--- config.mk ---
export PLATFORM = sky130hd
export DESIGN_NAME = ccv_decode
export DESIGN_NICKNAME = d
export VERILOG_FILES = /design/src/rtl/ccv_pkg.sv /design/src/rtl/ccv_decode.sv
export SDC_FILE = /design/constraint.sdc
export NUM_CORES = 2
export LEC_CHECK = 0
export ABC_AREA = 0
export BUFFER_PORTS_ARGS = -buffer_cell sky130_fd_sc_hd__buf_2
export CAP_MARGIN = 20
export CELL_PAD_IN_SITES_DETAIL_PLACEMENT = 0
export CELL_PAD_IN_SITES_GLOBAL_PLACEMENT = 1
export CORE_MARGIN = 2
export CORE_UTILIZATION = 48
export CTS_BUF_LIST = sky130_fd_sc_hd__clkbuf_4 sky130_fd_sc_hd__clkbuf_8 sky130_fd_sc_hd__clkbuf_16
export CTS_CLUSTER_SIZE = 25
export DETAILED_ROUTE_END_ITERATION = 10
export PLACE_DENSITY_LB_ADDON = 0.1
export RECOVER_POWER = 50
export SKIP_LAST_GASP = 1
export SYNTH_ARGS = -nofsm -noshare
export SYNTH_HDL_FRONTEND = slang
export SYNTH_SLANG_ARGS = --single-unit
export TNS_END_PERCENT = 20
--- constraint.sdc ---
create_clock -name clk -period 8.27 [get_ports clk]
set_input_delay 1.654 -clock clk [delete_from_list [all_inputs] [get_ports clk]]
set_output_delay 1.654 -clock clk [all_outputs]
set_load 0.01 [all_outputs]
--- src/rtl/ccv_pkg.sv ---
`default_nettype none
package ccv_pkg;

  typedef logic [4:0] mode_t;

  // conversion paths
  localparam mode_t MODE_RGB_GRAY  = 5'd0;
  localparam mode_t MODE_RGB_565   = 5'd1;
  localparam mode_t MODE_RGB_YUV   = 5'd2;
  localparam mode_t MODE_RGB_HSV   = 5'd3;
  localparam mode_t MODE_565_RGB   = 5'd4;
  localparam mode_t MODE_565_GRAY  = 5'd5;
  localparam mode_t MODE_565_YUV   = 5'd6;
  localparam mode_t MODE_565_HSV   = 5'd7;
  localparam mode_t MODE_GRAY_RGB  = 5'd8;
  localparam mode_t MODE_GRAY_565  = 5'd9;
  localparam mode_t MODE_GRAY_YUV  = 5'd10;
  localparam mode_t MODE_GRAY_HSV  = 5'd11;
  localparam mode_t MODE_YUV_RGB   = 5'd12;
  localparam mode_t MODE_YUV_565   = 5'd13;
  localparam mode_t MODE_YUV_GRAY  = 5'd14;
  localparam mode_t MODE_YUV_HSV   = 5'd15;
  localparam mode_t MODE_HSV_RGB   = 5'd16;
  localparam mode_t MODE_HSV_565   = 5'd17;
  localparam mode_t MODE_HSV_GRAY  = 5'd18;
  localparam mode_t MODE_HSV_YUV   = 5'd19;
  localparam mode_t MODE_COPY      = 5'd20;

  typedef enum logic [2:0] {
    KIND_RGB,
    KIND_565,
    KIND_GRAY,
    KIND_YUV,
    KIND_HSV
  } kind_t;

  typedef struct packed {
    logic [7:0]  ch0;
    logic [7:0]  ch1;
    logic [7:0]  ch2;
    logic [15:0] pk;
    logic        last;
  } pix_t;

  typedef struct packed {
    pix_t  pix;
    mode_t mode;
  } item_t;

  typedef struct packed {
    logic [7:0] r;
    logic [7:0] g;
    logic [7:0] b;
  } rgb_t;

  // reciprocal constants: floor(n/d) == (n*K) >> SH over the ranges used
  localparam logic [18:0] K_DIV1000  = 19'd268436;    // shift 28, n < 256000
  localparam logic [25:0] K_DIV100K  = 26'd43980466;  // shift 42, n < 2^25
  localparam logic [24:0] K_DIV65025 = 25'd16909061;  // shift 40, n <= 255*65025

  function automatic kind_t src_kind(input mode_t m);
    kind_t k;
    unique case (m) inside
      MODE_565_RGB, MODE_565_GRAY, MODE_565_YUV, MODE_565_HSV:     k = KIND_565;
      MODE_GRAY_RGB, MODE_GRAY_565, MODE_GRAY_YUV, MODE_GRAY_HSV: k = KIND_GRAY;
      MODE_YUV_RGB, MODE_YUV_565, MODE_YUV_GRAY, MODE_YUV_HSV:     k = KIND_YUV;
      MODE_HSV_RGB, MODE_HSV_565, MODE_HSV_GRAY, MODE_HSV_YUV:     k = KIND_HSV;
      default:                                                     k = KIND_RGB;
    endcase
    return k;
  endfunction

  function automatic kind_t dst_kind(input mode_t m);
    kind_t k;
    unique case (m) inside
      MODE_RGB_GRAY, MODE_565_GRAY, MODE_YUV_GRAY, MODE_HSV_GRAY: k = KIND_GRAY;
      MODE_RGB_565, MODE_GRAY_565, MODE_YUV_565, MODE_HSV_565:    k = KIND_565;
      MODE_RGB_YUV, MODE_565_YUV, MODE_GRAY_YUV, MODE_HSV_YUV:    k = KIND_YUV;
      MODE_RGB_HSV, MODE_565_HSV, MODE_GRAY_HSV, MODE_YUV_HSV:    k = KIND_HSV;
      default:                                                    k = KIND_RGB;
    endcase
    return k;
  endfunction

endpackage
`default_nettype wire

--- src/rtl/ccv_decode.sv ---
`default_nettype none
module ccv_decode
  import ccv_pkg::*;
(
  input  wire logic  clk,
  input  wire logic  rst,
  input  wire logic  en,
  input  wire logic  in_v,
  input  wire item_t in_item,
  output logic       out_v,
  output item_t      out_item,
  output rgb_t       out_rgb
);
  // stage 1 registers
  logic               v1;
  item_t              it1;
  rgb_t               dir1;
  logic signed [20:0] n1 [3];
  logic [2:0]         sec1;
  logic [7:0]         val1;
  logic [15:0]        smid1, slo1;
  // stage 2 registers
  logic               v2;
  item_t              it2;
  rgb_t               dir2;
  logic [17:0]        yc2 [3];
  logic [2:0]         sec2;
  logic [7:0]         val2;
  logic [23:0]        pmid2, plo2;
  // stage 3 registers
  logic               v3;
  item_t              it3;
  rgb_t               dir3;
  logic [36:0]        yp3 [3];
  logic [2:0]         sec3;
  logic [7:0]         val3;
  logic [48:0]        hmid3, hlo3;

  // stage 1 logic
  kind_t              sk;
  rgb_t               dir_c;
  logic signed [20:0] ys, ups, vps;
  logic [7:0]         h, s;
  logic [2:0]         sec_c;
  logic [1:0]         pair_c;
  logic [10:0]        f_c;
  logic [7:0]         k_c;

  always_comb begin
    sk = src_kind(in_item.mode);
    case (sk)
      KIND_565: dir_c = '{r: {in_item.pix.pk[15:11], in_item.pix.pk[15:13]},
                          g: {in_item.pix.pk[10:5], in_item.pix.pk[10:9]},
                          b: {in_item.pix.pk[4:0], in_item.pix.pk[4:2]}};
      KIND_GRAY: dir_c = '{r: in_item.pix.ch0, g: in_item.pix.ch0, b: in_item.pix.ch0};
      default: dir_c = '{r: in_item.pix.ch0, g: in_item.pix.ch1, b: in_item.pix.ch2};
    endcase
    ys  = signed'({13'd0, in_item.pix.ch0});
    ups = signed'({13'd0, in_item.pix.ch1}) - 21'sd128;
    vps = signed'({13'd0, in_item.pix.ch2}) - 21'sd128;
    // hue sextant and distance from the middle of its sextant pair
    h = in_item.pix.ch0;
    s = in_item.pix.ch1;
    if (h >= 8'd213)      sec_c = 3'd5;
    else if (h >= 8'd170) sec_c = 3'd4;
    else if (h >= 8'd128) sec_c = 3'd3;
    else if (h >= 8'd85)  sec_c = 3'd2;
    else if (h >= 8'd43)  sec_c = 3'd1;
    else                  sec_c = 3'd0;
    if (h == 8'd255)      pair_c = 2'd3;
    else if (h >= 8'd170) pair_c = 2'd2;
    else if (h >= 8'd85)  pair_c = 2'd1;
    else                  pair_c = 2'd0;
    f_c = 11'({3'd0, h} * 11'd6) - 11'({9'd0, pair_c} * 11'd510);
    k_c = (f_c >= 11'd255) ? 8'(f_c - 11'd255) : 8'(11'd255 - f_c);
  end

  always_ff @(posedge clk) begin
    if (en) begin
      it1    <= in_item;
      dir1   <= dir_c;
      n1[0]  <= 21'sd1000 * ys + 21'sd1403 * vps;
      n1[1]  <= 21'sd1000 * ys - 21'sd344 * ups - 21'sd714 * vps;
      n1[2]  <= 21'sd1000 * ys + 21'sd1770 * ups;
      sec1   <= sec_c;
      val1   <= in_item.pix.ch2;
      smid1  <= {8'd0, s} * {8'd0, k_c};
      slo1   <= {8'd0, s} * 16'd255;
    end
  end

  // stage 2: clip sums into the reciprocal range, scale value
  function automatic logic [17:0] clip_n(input logic signed [20:0] n);
    logic [17:0] r;
    if (n < 0)                 r = '0;
    else if (n > 21'sd255999)  r = 18'd255999;
    else                       r = n[17:0];
    return r;
  endfunction

  always_ff @(posedge clk) begin
    if (en) begin
      it2    <= it1;
      dir2   <= dir1;
      for (int i = 0; i < 3; i++) yc2[i] <= clip_n(n1[i]);
      sec2   <= sec1;
      val2   <= val1;
      pmid2  <= {16'd0, val1} * {8'd0, 16'd65025 - smid1};
      plo2   <= {16'd0, val1} * {8'd0, 16'd65025 - slo1};
    end
  end

  // stage 3: reciprocal products
  always_ff @(posedge clk) begin
    if (en) begin
      it3    <= it2;
      dir3   <= dir2;
      for (int i = 0; i < 3; i++) yp3[i] <= {19'd0, yc2[i]} * {18'd0, K_DIV1000};
      sec3   <= sec2;
      val3   <= val2;
      hmid3  <= {25'd0, pmid2} * {24'd0, K_DIV65025};
      hlo3   <= {25'd0, plo2} * {24'd0, K_DIV65025};
    end
  end

  // stage 4: pick the decoded color
  rgb_t       rgb_c;
  logic [7:0] hi, mid, lo;

  always_comb begin
    hi  = val3;
    mid = hmid3[47:40];
    lo  = hlo3[47:40];
    case (src_kind(it3.mode))
      KIND_YUV: rgb_c = '{r: yp3[0][35:28], g: yp3[1][35:28], b: yp3[2][35:28]};
      KIND_HSV: begin
        case (sec3)
          3'd0:    rgb_c = '{r: hi,  g: mid, b: lo};
          3'd1:    rgb_c = '{r: mid, g: hi,  b: lo};
          3'd2:    rgb_c = '{r: lo,  g: hi,  b: mid};
          3'd3:    rgb_c = '{r: lo,  g: mid, b: hi};
          3'd4:    rgb_c = '{r: mid, g: lo,  b: hi};
          default: rgb_c = '{r: hi,  g: lo,  b: mid};
        endcase
      end
      default: rgb_c = dir3;
    endcase
  end

  always_ff @(posedge clk) begin
    if (en) begin
      out_item <= it3;
      out_rgb  <= rgb_c;
    end
  end

  // valid bits
  always_ff @(posedge clk) begin
    if (rst) begin
      v1    <= 1'b0;
      v2    <= 1'b0;
      v3    <= 1'b0;
      out_v <= 1'b0;
    end else if (en) begin
      v1    <= in_v;
      v2    <= v1;
      v3    <= v2;
      out_v <= v3;
    end
  end
endmodule
`default_nettype wire

# Word level (Yosys, flattened, before mapping)
# Memories as Yosys holds them, arrays and structs flattened.
# Cells that the tools add are included.
[totals] in_bits=50 ram_bits=222 elab_cells=167 memories=3 output_inout_bits=71 reg_bits=469
[classes] add_sub_neg=11 n_reduce_logical=10 order_cmp=12 multipliers=16 n_mux=24 eq_ne=41
[memory_table] name="yp3" words=3 width=35 read_ports=3 rd_ports_with_merged_regs=0 wr=3 line="ccv_decode.sv:34" text="logic [36:0] yp3 [3];"
[memory_table] name="n1" words=3 width=21 read_ports=3 rd_ports_with_merged_regs=0 wr=3 line="ccv_decode.sv:18" text="logic signed [20:0] n1 [3];"
[memory_table] name="yc2" words=3 width=18 read_ports=3 rd_ports_with_merged_regs=0 wr=3 line="ccv_decode.sv:26" text="logic [17:0] yc2 [3];"
[op_table] op="$mux 18" count=9
[op_table] op="$pmux 24 s5" count=1
[op_table] op="$mul 18x17->35 const B" count=3
[op_table] op="$mul 24x25->48 const B" count=2
[op_table] op="$pmux 24 s2" count=2
[op_table] op="$eq 5x4->1 const B" count=16
[op_table] op="$gt 21x19->1 const B" count=3
[op_table] op="$lt 21x1->1 const B" count=3
[op_table] op="$mul 8x16->24" count=2
[op_table] op="$eq 5x3->1 const B" count=8
[op_table] op="$eq 5x5->1 const B" count=8
[op_table] op="$reduce_or 4->1" count=8
[op_table] op="$sub 16x16->16 const A" count=2
[op_table] op="$ge 8x8->1 const B" count=3
[op_table] op="$pmux 3 s4" count=2
[op_table] op="$add 19x21->21" count=1
[op_table] op="$add 21x21->21" count=1
[op_table] op="$mul 12x9->21 const A" count=1
[op_table] op="$sub 20x20->21" count=1
[op_table] op="$mul 11x9->20 const A" count=1
[op_table] op="$sub 19x19->20" count=1
[op_table] op="$mul 10x9->19 const A" count=1
[op_table] op="$sub 8x8->9 const B" count=2
[op_table] op="$mul 7x9->16 const A" count=1
[op_table] op="other kinds (20)" count=32

# Longest topological paths before layout
[depth] depth_word=9 mapped_depth=36 ltp_nobuf=35

# Worst setup path before layout
# OpenSTA, ideal clock, no wires.
[synth_timing] kind="input to register" start="input in_item[40] in the netlist's numbering" end="register smid1[13], data pin" setup_ns=0.258 stages=31 required_ns=8.012 path_slack_ns=-0.461 path_buffers=1 arrival_time_ns=8.474 path_cell_list="inv_1 -> ha_1 -> a21oi_1 -> o21ai_0 -> a221o_1 -> o21a_1 -> ha_1 -> fa_1 -> nand2b_1 -> a21boi_1 -> o21a_1 -> o311a_1 -> nor4_1 -> mux2_2 -> a32oi_2 -> buf_6 -> mux2_2 -> fa_1 -> fa_1 -> inv_1 -> fa_1 -> inv_1 -> fa_1 -> inv_1 -> ha_1 -> a21boi_0 -> o21ai_0 -> a21oi_1 -> a41oi_1 -> nor2b_1 -> xnor2_1"
[synth_between] elab_chain_len=9 word_cells_on_any_way=14 cone_classes="3 x add/sub; 3 x mul; 3 x order compare; 1 x eq/ne; 4 x mux"
[synth_lines] element="start: declaration" line="ccv_decode.sv:9" text="input wire item_t in_item,"
[synth_lines] element="$ge 8x7->1" line="ccv_decode.sv:72" text="else if (h >= 8'd85) pair_c = 2'd1;"
[synth_lines] element="$mux 1" line="ccv_decode.sv:72"
[synth_lines] element="$mux 2" line="ccv_decode.sv:71" text="else if (h >= 8'd170) pair_c = 2'd2;"
[synth_lines] element="$mux 2" line="ccv_decode.sv:70" text="if (h == 8'd255) pair_c = 2'd3;"
[synth_lines] element="$mul 2x8->10" line="ccv_decode.sv:74" text="f_c = 11'({3'd0, h} * 11'd6) - 11'({9'd0, pair_c} * 11'd510);"
[synth_lines] element="$sub 11x11->11 (*)" line="ccv_decode.sv:74"
[synth_lines] element="$ge 11x8->1 / $sub 8x8->8 (equally long branches)" line="ccv_decode.sv:75" text="k_c = (f_c >= 11'd255) ? 8'(f_c - 11'd255) : 8'(11'd255 - f_c);"
[synth_lines] element="$mux 8 (*)" line="ccv_decode.sv:75"
[synth_lines] element="$mul 8x8->16 (*)" line="ccv_decode.sv:87" text="smid1 <= {8'd0, s} * {8'd0, k_c};"
[synth_lines] element="end signal: assignment" line="ccv_decode.sv:87"
[synth_lines] element="end: declaration" line="ccv_decode.sv:21" text="logic [15:0] smid1, slo1;"
# Mark *: on every way between the ends. The rest lies on a longest branch, timed or not.
# A chain may end at the register's enable or synchronous reset.

# Worst setup path in the final report
# Ends and elaborated chain as after synthesis.

==> results.tsv <==
stage	metric	value	unit
critical_path	Critical path origin	in_item[40]	
sta	final setup fails	0	
routing	Post-route DRC	0	
routing	post-route ant nets	0	
routing	wire length per cell	19.3	um
routing	M1 WL	74.0	mm
finish	Layout Nets	8086	
critical_path	Critical Path AT	8.66	ns
logic_synthesis	Unique masters post-synth	82	
critical_path	crit end category	register	
logic_synthesis	Main synth FF type	edfxtp_1	
critical_path	WS Path Type	in -> reg	
critical_path	Critical Path Fanout Max	5	
sta	Max Slew Vio Count	165	
clock_tree	clock insertion delay at the later pin of the skew report	0.71	ns
logic_synthesis	EDFF count, synth	516	
logic_synthesis	post-synthesis mux area share	1.33	%
finish	layout overhead on the synthesized area	10.5	%
logic_synthesis	Synth Instances	5772	
routing	top sig layer	met5	
placement	pre-CTS WS	-0.981	ns
routing	DRT Pass-1 Iters	6	
routing	Starting DRT DRC Count	2353	
clock_tree	CTS Sinks	520	
sta	setup tns final	0	ns
clock_tree	CTS buffer count	61	
logic_synthesis	Post-Synth Adder-Cell Area	46.7	%
critical_path	most frequent CP cell	fa_1	
job	max-cap violations	5	
sta	Final Hold Vio Count	0	
logic_synthesis	syn nets	7747	
routing	met3 routed WL	7.89	mm
status	status	finished, violations left	
clock_tree	clock root buffer	clkbuf_16	
die	Die Area	0.131	mm^2
sta	Slew HR	-20.5	%
sta	RSZ-0062 raised after global routing	yes	
die	starting density of the core	48.3	%
logic_synthesis	largest family of logic cells by synthesized area	adder cells	
grt	vias in the first global route	42700	
die	Die X	362	um
critical_path	worst reg2reg startpoint	val1[7]	
critical_path	slowest stage delay, CP	0.57	ns
die	row count	131	
finish	commonest non-fill, non-tap cell in the layout	ha_1	
logic_synthesis	Seq/Total Area, Yosys	25.3	%
die	Die Ht	362	um
clock_tree	Clock Tree Buf Depth	3	
logic_synthesis	Post-synth ARST share	0	%
die	# IOs	121	
critical_path	Setup crit end	smid1[13]	
grt	GR Overflow Total	0	
finish	ant diodes	0	
status	failing checks	max-capacitance violations, max-slew violations	
clock_tree	H-tree Lvls	2	
sta	Final min period	8.24	ns
placement	PortBufs	120	
finish	most frequent cells in the layout	1296 x ha_1, 1110 x inv_1, 619 x fa_1	
logic_synthesis	Yosys warning total	0	
routing	Total Wirelength	151	mm
placement	RePlAce Congestion	0.898	
sta	Worst Max-Slew Pin Slew	1.81	ns
routing	via count	41300	
logic_synthesis	Mean Syn Cell Area	10.7	um^2
finish	fraction of final layout cells sized beyond drive strength 1	8.55	%
sta	clk_skew	0.0538	ns
critical_path	R2R depth	18	
logic_synthesis	Post-Synth Simple-Gate Area	8.58	%
critical_path	reg-to-reg critical path endpoint	plo2[23]	
logic_synthesis	Post-Synth XOR/XNOR Area	2.89	%
finish	fill count	11500	
hold_path	worst hold path class	reg -> reg	
grt	largest net degree at the start of global routing	169	
placement	Post-DP HPWL	125	mm
die	Core Area	0.127	mm^2
grt	first-pass GRT wire length	240	mm
critical_path	Setup crit start kind	input port	
logic_synthesis	compound-gate portion of the synthesized area	7.65	%
logic_synthesis	synthesized area	0.0615	mm^2
finish	Final Instance Count excl. Fillers	7825	
grt	aggregate global-route resource usage	23.7	%
routing	met2 wire len	66.0	mm
grt	initial antenna violation count	15	
sta	Final Cycle Share	99.6	%
sta	WHS	0.371	ns
routing	vias per inst	5.28	
clock_tree	CTS tree	yes	
logic_synthesis	register bit total from synthesis	520	
sta	Final WS setup	0.0294	ns
sta	Fmax	0.121	GHz
critical_path	Critical-path top delay cell	fa_1	
critical_path	WP data required	8.69	ns
critical_path	R2R setup slack	1.77	ns
clock_tree	Reg clk slew, reported paths	0.06	ns
placement	placed cells	7689	
[worst min-delay path by stage]
stage	from	end	cells past startpoint	slack, ns
floorplan	dir1[0]	dir2[0]	0	0.40
global placement	it1[19]	it2[19]	0	0.40
detailed placement	dir1[18]	dir2[18]	0	0.40
CTS	it2[20]	it3[20]	0	0.37
global route	it2[20]	it3[20]	0	0.40
finish	it2[20]	it3[20]	0	0.37
[worst max-delay path: cells and delay by family]
family / cells / cell delay (ns)
AO/OA/AOI/OAI: 13 / 2.60
XOR/XNOR: 1 / 0.12
adder cells (fa/ha/maj): 8 / 2.98
buffers and inverters: 6 / 0.54
multiplexers: 2 / 0.44
AND/OR/NAND/NOR: 2 / 0.28
[timing repair]
| action | CTS | global route |
|---|---|---|
| pin swaps | 6 | 32 |
| endpoints found under the setup margin | 5 | 11 |
| hold buffers | 0 | 0 |
| gates cloned | 1 | 0 |
| buffers inserted | 7 | 13 |
| gates resized for setup | 10 | 52 |
[synth_stat cells, types with 15 or more instances]
cell type | instances | area, um^2
and2_1 | 126 | 788
nor2_1 | 292 | 1100
o211ai_1 | 21 | 158
nor2b_1 | 42 | 263
nand4_1 | 26 | 163
o21bai_1 | 27 | 203
o21ai_0 | 145 | 726
edfxtp_1 | 516 | 15500
a211oi_1 | 19 | 143
xnor2_1 | 137 | 1200
nor3_1 | 72 | 360
nand2_1 | 324 | 1220
nand3_1 | 65 | 325
fa_1 | 622 | 12500
clkbuf_1 | 79 | 297
ha_1 | 1303 | 16300
or3_1 | 21 | 131
mux2i_1 | 67 | 671
a21o_1 | 52 | 390
and3_1 | 25 | 156
inv_1 | 1117 | 4190
a31oi_1 | 15 | 93.8
nand2b_1 | 62 | 388
a21oi_1 | 205 | 1030
o21a_1 | 31 | 233
xor2_1 | 66 | 578
a221o_1 | 17 | 170
o22ai_1 | 50 | 313
a22oi_1 | 16 | 120
[area by class of cell]
class | instances | area, um^2 | share of cell area [%]
timing repair buffer | 367 | 2530 | 3.72
sequential | 520 | 15600 | 22.9
inverter | 1120 | 4210 | 6.19
clock buffer | 71 | 1600 | 2.36
multi-input combinational | 4041 | 41600 | 61.2
tap | 1662 | 2080 | 3.06
clock inverter | 44 | 409 | 0.602
[metal layers]
metal / vias up / GRT usage [%]
met5: - / 0
met4: 6 / 5.07
met3: 151 / 3.83
met2: 746 / 36.9
met1: 20300 / 34.8
li1: 20200 / -
[flip-flops by register name (all words and copies together) (netlist names), 23 cells and up]
signal	flops
n1	56
yc2	54
out_item	46
it1	38
it2	38
it3	38
dir1	24
dir2	24
dir3	24
out_rgb	24
pmid2	24
yp3	24
plo2	23
[through the flow]
step	cell area [um^2]	util, %
2_1_floorplan	61600	-
3_3_place_gp	65600	51.5
3_5_place_dp	65600	51.5
4_1_cts	67800	53.2
5_1_grt	68000	53.4
6_report	68000	53.4
[logic make-up after synthesis]
| family | count (synthesis) |
|---|---|
| AO/OA/AOI/OAI | 726 |
| XOR/XNOR | 203 |
| adder cells (fa/ha/maj) | 1925 |
| buffers and inverters | 1211 |
| flip-flops | 520 |
| multiplexers | 80 |
| AND/OR/NAND/NOR | 1107 |
Power is left out: the tool's default activity adds up to more than one toggle a clock period on the data nets, which glitch-free logic cannot reach.
